<file path="config.mk">
export PLATFORM = sky130hd
export DESIGN_NAME = limit_alarm_with_deadband_monitor
export DESIGN_NICKNAME = d
export VERILOG_FILES = /design/src/hw/rtl/lad_pkg.sv /design/src/hw/rtl/limit_alarm_with_deadband_monitor.sv /design/src/hw/rtl/lad_csr.sv /design/src/hw/rtl/lad_eval.sv
export SDC_FILE = /design/constraint.sdc
export NUM_CORES = 1
export LEC_CHECK = 0
export ABC_AREA = 1
export BUFFER_PORTS_ARGS = -buffer_cell sky130_fd_sc_hd__clkbuf_2
export CAP_MARGIN = 40
export CORE_ASPECT_RATIO = 0.9
export CORE_MARGIN = 3
export CORE_UTILIZATION = 57
export DETAILED_ROUTE_END_ITERATION = 7
export GPL_TIMING_DRIVEN = 0
export PLACE_DENSITY = 0.79
export SYNTH_ARGS = -nofsm -noshare
export SYNTH_HDL_FRONTEND = slang
export SYNTH_SLANG_ARGS = --single-unit
</file>
<file path="constraint.sdc">
create_clock -name clock -period 7.1 [get_ports clock]
set_input_delay 0.355 -clock clock [delete_from_list [all_inputs] [get_ports clock]]
set_output_delay 0.355 -clock clock [all_outputs]
set_load 0.02 [all_outputs]
</file>
<file path="src/hw/rtl/lad_pkg.sv">
// Shared types, codes and helpers for the limit alarm / deadband monitor.
// Used by lad_csr, lad_eval and limit_alarm_with_deadband_monitor.
package lad_pkg;

   localparam int VALUE_WIDTH    = 32;
   localparam int BAND_WIDTH     = VALUE_WIDTH - 1;
   localparam int CSR_DATA_WIDTH = 32;
   localparam int CSR_ADDR_WIDTH = 5;
   localparam int REG_IDX_WIDTH  = CSR_ADDR_WIDTH - 2;
   localparam int REQ_DATA_WIDTH = ((VALUE_WIDTH + 7) / 8) * 8;
   localparam int REQ_USER_WIDTH = 2;
   localparam int RSP_DATA_WIDTH = 8;

   typedef enum logic [REG_IDX_WIDTH-1:0] {
      REG_HIHI  = 3'd0,
      REG_HIGH  = 3'd1,
      REG_LOW   = 3'd2,
      REG_LOLO  = 3'd3,
      REG_SEVS  = 3'd4,
      REG_HYST  = 3'd5,
      REG_MDEL  = 3'd6,
      REG_ADEL  = 3'd7
   } reg_index_type;

   typedef enum logic [2:0] {
      STAT_NONE  = 3'd0,
      STAT_HIHI  = 3'd1,
      STAT_LOLO  = 3'd2,
      STAT_HIGH  = 3'd3,
      STAT_LOW   = 3'd4,
      STAT_UNDEF = 3'd5,
      STAT_LINK  = 3'd6
   } alarm_status_type;

   typedef enum logic [1:0] {
      SEV_NONE    = 2'd0,
      SEV_MINOR   = 2'd1,
      SEV_MAJOR   = 2'd2,
      SEV_INVALID = 2'd3
   } alarm_severity_type;

   typedef struct packed {
      logic signed [VALUE_WIDTH-1:0] limit_hihi;
      logic signed [VALUE_WIDTH-1:0] limit_high;
      logic signed [VALUE_WIDTH-1:0] limit_low;
      logic signed [VALUE_WIDTH-1:0] limit_lolo;
      logic [7:0]                    limit_severities;
      logic [BAND_WIDTH-1:0]         hysteresis;
      logic [BAND_WIDTH-1:0]         monitor_deadband;
      logic [BAND_WIDTH-1:0]         archive_deadband;
   } lad_cfg_type;

   typedef struct packed {
      logic signed [VALUE_WIDTH-1:0] sample_value;
      logic                          value_obtained;
      logic                          link_fault;
   } lad_item_type;

   typedef struct packed {
      alarm_status_type   alarm_status;
      alarm_severity_type alarm_severity;
      logic               alarm_changed;
      logic               value_event;
      logic               archive_event;
   } lad_result_type;

   // Exact |a - b|; one extra bit keeps the subtraction from wrapping.
   function automatic logic [VALUE_WIDTH-1:0] abs_diff(
      input logic signed [VALUE_WIDTH-1:0] a,
      input logic signed [VALUE_WIDTH-1:0] b
   );
      logic signed [VALUE_WIDTH:0] diff;
      logic signed [VALUE_WIDTH:0] mag;
      diff = {a[VALUE_WIDTH-1], a} - {b[VALUE_WIDTH-1], b};
      mag  = diff[VALUE_WIDTH] ? -diff : diff;
      return mag[VALUE_WIDTH-1:0];
   endfunction

endpackage

</file>
<file path="src/hw/rtl/limit_alarm_with_deadband_monitor.sv">
// Top level of the limit alarm monitor with hysteresis and deadbands.
// Depends on lad_pkg, lad_csr and lad_eval.
//
// One sample transfer in gives one result transfer out. A sample is caught in
// an input register; from there it is checked against the hihi, lolo, high
// and low limits (hysteresis applied first, link fault and undefined value
// taking priority) and the monitor/archive deadbands, and when the stage
// advances the verdict lands in the output register, which drives rsp_tvalid,
// while the alarm and last-posted values update. The block sustains one
// sample per cycle while rsp_tready does not stall it: the only loop is the
// state update in the evaluation stage. Both stages advance together, so a
// stall on rsp_tready holds the input register and then drops req_tready.
// Limits, severities and bands are written through the csr_ port at byte
// address 4*index; write them only while no sample is in flight.
module limit_alarm_with_deadband_monitor import lad_pkg::*; (
   input  logic                      clock,
   input  logic                      reset,
   // sample stream
   input  logic                      req_tvalid,
   output logic                      req_tready,
   input  logic [REQ_DATA_WIDTH-1:0] req_tdata,  // [31:0] sample_value
   input  logic [REQ_USER_WIDTH-1:0] req_tuser,  // [0] value_obtained, [1] link_fault
   // result stream
   output logic                      rsp_tvalid,
   input  logic                      rsp_tready,
   // [2:0] alarm_status, [4:3] alarm_severity, [5] alarm_changed,
   // [6] value_event, [7] archive_event
   output logic [RSP_DATA_WIDTH-1:0] rsp_tdata,
   // configuration
   input  logic                      csr_psel,
   input  logic                      csr_penable,
   input  logic                      csr_pwrite,
   input  logic [CSR_ADDR_WIDTH-1:0] csr_paddr,
   input  logic [CSR_DATA_WIDTH-1:0] csr_pwdata,
   output logic [CSR_DATA_WIDTH-1:0] csr_prdata,
   output logic                      csr_pready
);

   lad_cfg_type    cfg;
   lad_item_type   item_ff, item_in;
   logic           in_valid_ff;
   lad_result_type result;
   lad_result_type out_ff;
   logic           out_valid_ff;
   logic           advance;   // evaluation stage hands its item to the output register
   logic           accept;

   lad_csr u_csr (
      .clock       (clock),
      .reset       (reset),
      .csr_psel    (csr_psel),
      .csr_penable (csr_penable),
      .csr_pwrite  (csr_pwrite),
      .csr_paddr   (csr_paddr),
      .csr_pwdata  (csr_pwdata),
      .csr_prdata  (csr_prdata),
      .csr_pready  (csr_pready),
      .cfg         (cfg)
   );

   lad_eval u_eval (
      .clock   (clock),
      .reset   (reset),
      .cfg     (cfg),
      .advance (advance),
      .item    (item_ff),
      .result  (result)
   );

   assign advance    = in_valid_ff & (~out_valid_ff | rsp_tready);
   assign req_tready = ~in_valid_ff | advance;
   assign accept     = req_tvalid & req_tready;

   assign item_in.sample_value   = req_tdata[VALUE_WIDTH-1:0];
   assign item_in.value_obtained = req_tuser[0];
   assign item_in.link_fault     = req_tuser[1];

   assign rsp_tvalid = out_valid_ff;
   assign rsp_tdata  = {out_ff.archive_event, out_ff.value_event, out_ff.alarm_changed,
                        out_ff.alarm_severity, out_ff.alarm_status};

   // control
   always_ff @(posedge clock) begin
      if (reset) begin
         in_valid_ff  <= 1'b0;
         out_valid_ff <= 1'b0;
      end else begin
         if (accept) begin
            in_valid_ff <= 1'b1;
         end else if (advance) begin
            in_valid_ff <= 1'b0;
         end
         if (advance) begin
            out_valid_ff <= 1'b1;
         end else if (rsp_tready) begin
            out_valid_ff <= 1'b0;
         end
      end
   end

   // payload
   always_ff @(posedge clock) begin
      if (accept) begin
         item_ff <= item_in;
      end
      if (advance) begin
         out_ff <= result;
      end
   end

endmodule

</file>
<file path="src/hw/rtl/lad_csr.sv">
// Configuration register file with APB-style access for the limit monitor.
// Depends on lad_pkg.
module lad_csr import lad_pkg::*; (
   input  logic                      clock,
   input  logic                      reset,
   input  logic                      csr_psel,
   input  logic                      csr_penable,
   input  logic                      csr_pwrite,
   input  logic [CSR_ADDR_WIDTH-1:0] csr_paddr,
   input  logic [CSR_DATA_WIDTH-1:0] csr_pwdata,
   output logic [CSR_DATA_WIDTH-1:0] csr_prdata,
   output logic                      csr_pready,
   output lad_cfg_type               cfg
);

   lad_cfg_type   cfg_ff;
   lad_cfg_type   cfg_in;
   reg_index_type index;
   logic          wr_en;

   assign csr_pready = 1'b1;
   assign index      = reg_index_type'(csr_paddr[CSR_ADDR_WIDTH-1:2]);
   assign wr_en      = csr_psel & csr_penable & csr_pwrite & csr_pready;
   assign cfg        = cfg_ff;

   always_comb begin
      cfg_in = cfg_ff;
      if (wr_en) begin
         unique case (index)
            REG_HIHI: cfg_in.limit_hihi       = csr_pwdata[VALUE_WIDTH-1:0];
            REG_HIGH: cfg_in.limit_high       = csr_pwdata[VALUE_WIDTH-1:0];
            REG_LOW:  cfg_in.limit_low        = csr_pwdata[VALUE_WIDTH-1:0];
            REG_LOLO: cfg_in.limit_lolo       = csr_pwdata[VALUE_WIDTH-1:0];
            REG_SEVS: cfg_in.limit_severities = csr_pwdata[7:0];
            REG_HYST: cfg_in.hysteresis       = csr_pwdata[BAND_WIDTH-1:0];
            REG_MDEL: cfg_in.monitor_deadband = csr_pwdata[BAND_WIDTH-1:0];
            REG_ADEL: cfg_in.archive_deadband = csr_pwdata[BAND_WIDTH-1:0];
            default:  cfg_in = cfg_ff;
         endcase
      end
   end

   always_comb begin
      unique case (index)
         REG_HIHI: csr_prdata = CSR_DATA_WIDTH'(unsigned'(cfg_ff.limit_hihi));
         REG_HIGH: csr_prdata = CSR_DATA_WIDTH'(unsigned'(cfg_ff.limit_high));
         REG_LOW:  csr_prdata = CSR_DATA_WIDTH'(unsigned'(cfg_ff.limit_low));
         REG_LOLO: csr_prdata = CSR_DATA_WIDTH'(unsigned'(cfg_ff.limit_lolo));
         REG_SEVS: csr_prdata = CSR_DATA_WIDTH'(cfg_ff.limit_severities);
         REG_HYST: csr_prdata = CSR_DATA_WIDTH'(cfg_ff.hysteresis);
         REG_MDEL: csr_prdata = CSR_DATA_WIDTH'(cfg_ff.monitor_deadband);
         REG_ADEL: csr_prdata = CSR_DATA_WIDTH'(cfg_ff.archive_deadband);
         default:  csr_prdata = '0;
      endcase
   end

   always_ff @(posedge clock) begin
      if (reset) begin
         cfg_ff <= '0;
      end else begin
         cfg_ff <= cfg_in;
      end
   end

endmodule

</file>
<file path="src/hw/rtl/lad_eval.sv">
// Alarm evaluation: limit checks with hysteresis, deadband events, and the
// state they update. Depends on lad_pkg.
module lad_eval import lad_pkg::*; (
   input  logic           clock,
   input  logic           reset,
   input  lad_cfg_type    cfg,
   input  logic           advance,
   input  lad_item_type   item,
   output lad_result_type result
);

   logic                          undefined_ff, undefined_in;
   logic signed [VALUE_WIDTH-1:0] last_alarm_ff, last_alarm_in;
   logic signed [VALUE_WIDTH-1:0] last_mon_ff, last_mon_in;
   logic signed [VALUE_WIDTH-1:0] last_arch_ff, last_arch_in;
   alarm_status_type              status_ff, status_in;
   alarm_severity_type            severity_ff, severity_in;

   logic signed [VALUE_WIDTH-1:0] raw;
   logic signed [VALUE_WIDTH-1:0] held;
   logic signed [VALUE_WIDTH-1:0] lim_hihi, lim_high, lim_low, lim_lolo;
   alarm_severity_type            sv_hihi, sv_high, sv_low, sv_lolo;
   logic                          vev, aev;

   assign raw      = item.sample_value;
   assign lim_hihi = cfg.limit_hihi;
   assign lim_high = cfg.limit_high;
   assign lim_low  = cfg.limit_low;
   assign lim_lolo = cfg.limit_lolo;
   assign sv_hihi  = alarm_severity_type'(cfg.limit_severities[1:0]);
   assign sv_high  = alarm_severity_type'(cfg.limit_severities[3:2]);
   assign sv_low   = alarm_severity_type'(cfg.limit_severities[5:4]);
   assign sv_lolo  = alarm_severity_type'(cfg.limit_severities[7:6]);

   // hold at the last alarm value while strictly inside the hysteresis band
   assign held = (abs_diff(last_alarm_ff, raw) < {1'b0, cfg.hysteresis}) ?
                 last_alarm_ff : raw;

   assign vev = abs_diff(last_mon_ff, raw)  > {1'b0, cfg.monitor_deadband};
   assign aev = abs_diff(last_arch_ff, raw) > {1'b0, cfg.archive_deadband};

   always_comb begin
      undefined_in  = undefined_ff & ~(~item.link_fault & item.value_obtained);
      last_alarm_in = last_alarm_ff;
      status_in     = STAT_NONE;
      severity_in   = SEV_NONE;
      if (item.link_fault) begin
         status_in   = STAT_LINK;
         severity_in = SEV_INVALID;
      end else if (undefined_in) begin
         status_in   = STAT_UNDEF;
         severity_in = SEV_INVALID;
      end else if (sv_hihi != SEV_NONE && held > lim_hihi) begin
         status_in     = STAT_HIHI;
         severity_in   = sv_hihi;
         last_alarm_in = held;
      end else if (sv_lolo != SEV_NONE && held < lim_lolo) begin
         status_in     = STAT_LOLO;
         severity_in   = sv_lolo;
         last_alarm_in = held;
      end else if (sv_high != SEV_NONE && held > lim_high) begin
         status_in     = STAT_HIGH;
         severity_in   = sv_high;
         last_alarm_in = held;
      end else if (sv_low != SEV_NONE && held < lim_low) begin
         status_in     = STAT_LOW;
         severity_in   = sv_low;
         last_alarm_in = held;
      end
      last_mon_in  = vev ? raw : last_mon_ff;
      last_arch_in = aev ? raw : last_arch_ff;
   end

   always_comb begin
      result.alarm_status   = status_in;
      result.alarm_severity = severity_in;
      result.alarm_changed  = (status_in != status_ff) || (severity_in != severity_ff);
      result.value_event    = vev;
      result.archive_event  = aev;
   end

   always_ff @(posedge clock) begin
      if (reset) begin
         undefined_ff  <= 1'b1;
         last_alarm_ff <= '0;
         last_mon_ff   <= '0;
         last_arch_ff  <= '0;
         status_ff     <= STAT_NONE;
         severity_ff   <= SEV_NONE;
      end else if (advance) begin
         undefined_ff  <= undefined_in;
         last_alarm_ff <= last_alarm_in;
         last_mon_ff   <= last_mon_in;
         last_arch_ff  <= last_arch_in;
         status_ff     <= status_in;
         severity_ff   <= severity_in;
      end
   end

endmodule
</file>
==> results.cfg <==
[run_status]
status = complete, but fails checks
violations = setup timing

[power]
power_switching_mw = 4.78
seqPwrFrac_pct = 22.4
clkPwrFrac_pct = 22.3
p_int_mw = 6.10
p_per_area_mw_per_mm2 = 320
pwr-share-comb_pct = 55.3
power_leakage_nw = 14.9
finalPower_mw = 10.9
sw_frac_of_total_pct = 43.9
peakVddDrop_v = 0.000314

[timing]
fmax_mhz = 125
hold_slack_ns = 0.0261
hold_violations = 0
fin_setup_tns_ns = -32.04
rsz0062_at_grt = yes
slew_headroom_pct = 37.9
tightest_slew_ns = 0.932
slew_violations = 0
fin_crit_sh_pct = 113
fin_ws_ns = -0.911
layout_min_cycle_time_ns = 8.01
fin_skew_ns = 0.0379
setup_violations = 43

[global_route]
grt_pass1_vias = 27200
grt_pass1_wl_um = 158000
grt_remaining_overflow = 0
track_usage_pct = 39.7
antenna_found_initial = 2
grt_max_degree = 24

[place]
place.gp.congestion = 1.07
port_buffers = 117
dpl_worst_slack_ns = -2.52
post_dp_cell_area_sq_mm = 0.0294
dp_hpwl_um = 81700
dp.cells = 4723

[yosys]
synth_ff_type = dfxtp_1
synth_edf_count = 42
syn_nets = 4342
synth_area_leader_cell = dfxtp_1
yosysTopAreaCellShare_pct = 24.0
synth_warnings = 0
postSynthCellCount = 3944
synth.distinct_cells = 68
yosys_register_bits = 375
syn_area_sq_mm = 0.0278
synthArstFlopShare_pct = 0
synth_area_leaders = dfxtp_1, ha_1, a21oi_1
yosysSeqAreaShare_pct = 28.6
avgSynthCellArea_sq_um = 7.04

[cells_and_area]
final_area_sq_mm = 0.0340
fin_util_pct = 70.9
final_cells = 4938
nFillCells = 3938
nets = 4679
areaGrowthSynthToFinish_pct = 22.6
drive_gt1_share_pct = 16.6
antennaDiodeCount = 0

[worst_setup_path]
max_stage_delay_ns = 0.46
crit_path_end_kind = register
startpoint_type = register
crit_cells = 55
slowest_stage = edfxtp_1
crit_buf_inv = 7
critPathTopFamily = simple AND/OR/NAND/NOR gates
path_class = register to register
worstPathArrival_ns = 8.38
worstPathRequired_ns = 7.47
r2r_cells = 55
worst-path-max-fanout = 8
crit_top_cell = nand2_1

[floorplan]
rows = 76
io_pins = 121
initial_utilization_pct = 57.8
die_h_um = 215
core_sq_mm = 0.0480
die_w_um = 239
dieArea_sq_mm = 0.0514

[drt]
drtAntennaViolNets = 0
drt_iter0_markers = 3652
wl_per_cell_um = 22.0
via_per_inst = 6.09
route.detailed.drc = 0
firstDrtPassIters = 7
finalWirelength_um = 109000
vias = 30100

[cts]
cts-buffers-inserted = 43
insertion_delay_ns = 0.61
cts_tree = yes
cts-htree-levels = 2
max-clock-path-buffers = 3
cts-root-buf = clkbuf_16
clk_pin_slew_ns = 0.07
cts.sinks = 375

[worst_hold_path]
min_path_type = primary input to register
whs_path_depth = 3

[run]
maxCapViolCount = 0
==> registers in the layout (all words and copies together) (netlist names) <==
signal,cells
u_eval.undefined_ff,1
rsp_tvalid,1
u_eval.last_alarm_ff,32
u_eval.last_arch_ff,32
u_csr.cfg,229
in_valid_ff,1
item_ff,34
u_eval.status_ff,3
u_eval.last_mon_ff,32
rsp_tdata,8
u_eval.severity_ff,2
==> repair_timing <==
item	in CTS	in global routing
resized for setup	276	192
gates cloned	6	2
pin swaps	41	70
hold buffers	33	0
endpoints found under the hold margin	33	0
setup buffers	49	49
setup endpoints to repair	76	109
==> routing by layer <==
layer  global-route usage, %  share of wire [%]
met1                    54.6                 40
met2                    58.4                 42
met4                    16.9                5.1
met3                    10.8                 13
met5                       0             0.0092
==> cell type report <==
class / count / area, sq um / share of cell area, %
multi-input cells: 2813 / 18400 / 54.0
flip-flops and latches: 375 / 7930 / 23.3
inverters: 608 / 2310 / 6.79
repair buffers: 294 / 2290 / 6.72
clock buffers: 58 / 1230 / 3.63
plain buffers: 146 / 851 / 2.50
well taps: 624 / 781 / 2.29
clock inverters: 20 / 279 / 0.820
==> worst paths after layout <==
| kind | startpoint | to | slack, ns |
|---|---|---|---|
| setup reg to reg | item_ff[2] | rsp_tdata[5] | -0.91 |
| hold reg to reg | u_eval.last_arch_ff[25] | u_eval.last_arch_ff[25] | 0.49 |
| setup / recovery | item_ff[2] | rsp_tdata[5] | -0.91 |
| hold / removal | req_tvalid | in_valid_ff | 0.03 |
==> Yosys cell counts (7+ instances only) <==
cell type	n
o2111ai_1	7
a31oi_1	12
o221ai_1	7
edfxtp_1	42
a21o_1	7
nor3_1	49
clkinv_1	10
a211oi_2	31
inv_1	589
nand4_1	46
xor2_1	110
xnor2_1	39
nand3_1	166
nor2_1	263
buf_6	15
nand2_1	661
o21ai_0	319
clkbuf_1	114
o21a_1	9
a22oi_1	7
a211oi_1	15
buf_1	8
nor2_2	7
o22ai_1	56
dfxtp_1	333
a221oi_1	8
nand2_2	12
o21bai_1	10
inv_2	9
buf_2	8
nand3b_1	12
nor4_1	8
ha_1	317
a21oi_1	534
o211ai_1	32
o21ai_1	9
==> kinds of logic after synthesis <==
group                    share of synthesized area (%)
AO/OA/AOI/OAI                                     22.3
XOR/XNOR                                          4.70
adder cells (fa/ha/maj)                           14.5
buffers and inverters                             10.7
flip-flops                                        28.6
other                                           0.0135
AND/OR/NAND/NOR                                   19.2
==> power groups by stage <==
stage	clock [mW]	sequential, mW	combinational [mW]
after floorplan	0	2.44	3.87
after global placement	0	2.47	5.03
after detailed placement	0	2.47	5.16
after CTS	2.42	2.43	5.37
after global routing	2.50	2.45	6.59
final	2.42	2.44	6.02
==> placed cells by master (no fill, tap or decap), types with 14 or more instances in the layout <==
| master | instances |
|---|---|
| a211oi_2 | 34 |
| a21oi_1 | 513 |
| a21oi_2 | 26 |
| buf_4 | 97 |
| buf_6 | 44 |
| clkbuf_1 | 108 |
| clkbuf_16 | 48 |
| clkbuf_2 | 119 |
| dfxtp_1 | 333 |
| dlygate4sd3_1 | 33 |
| edfxtp_1 | 42 |
| ha_1 | 284 |
| ha_4 | 27 |
| inv_1 | 562 |
| inv_2 | 26 |
| nand2_1 | 603 |
| nand2_2 | 56 |
| nand2_4 | 14 |
| nand3_1 | 150 |
| nand4_1 | 46 |
| nor2_1 | 228 |
| nor2_2 | 27 |
| nor2_4 | 15 |
| nor3_1 | 41 |
| o211ai_1 | 32 |
| o21ai_0 | 275 |
| o21ai_1 | 19 |
| o21ai_2 | 18 |
| o21ai_4 | 18 |
| o22ai_1 | 56 |
| xnor2_1 | 37 |
| xor2_1 | 108 |
==> worst register-to-register path, delay by kind of cell, from the launching register on <==
kind            cells  cell delay, ns
compound gates      4            0.39
xor+xnor            1            0.15
fa+ha+maj           4            1.28
buf+inv             7            0.98
flops               1            0.46
simple gates       39            4.50
No activity file was read; power rests on OpenSTA's default activity.
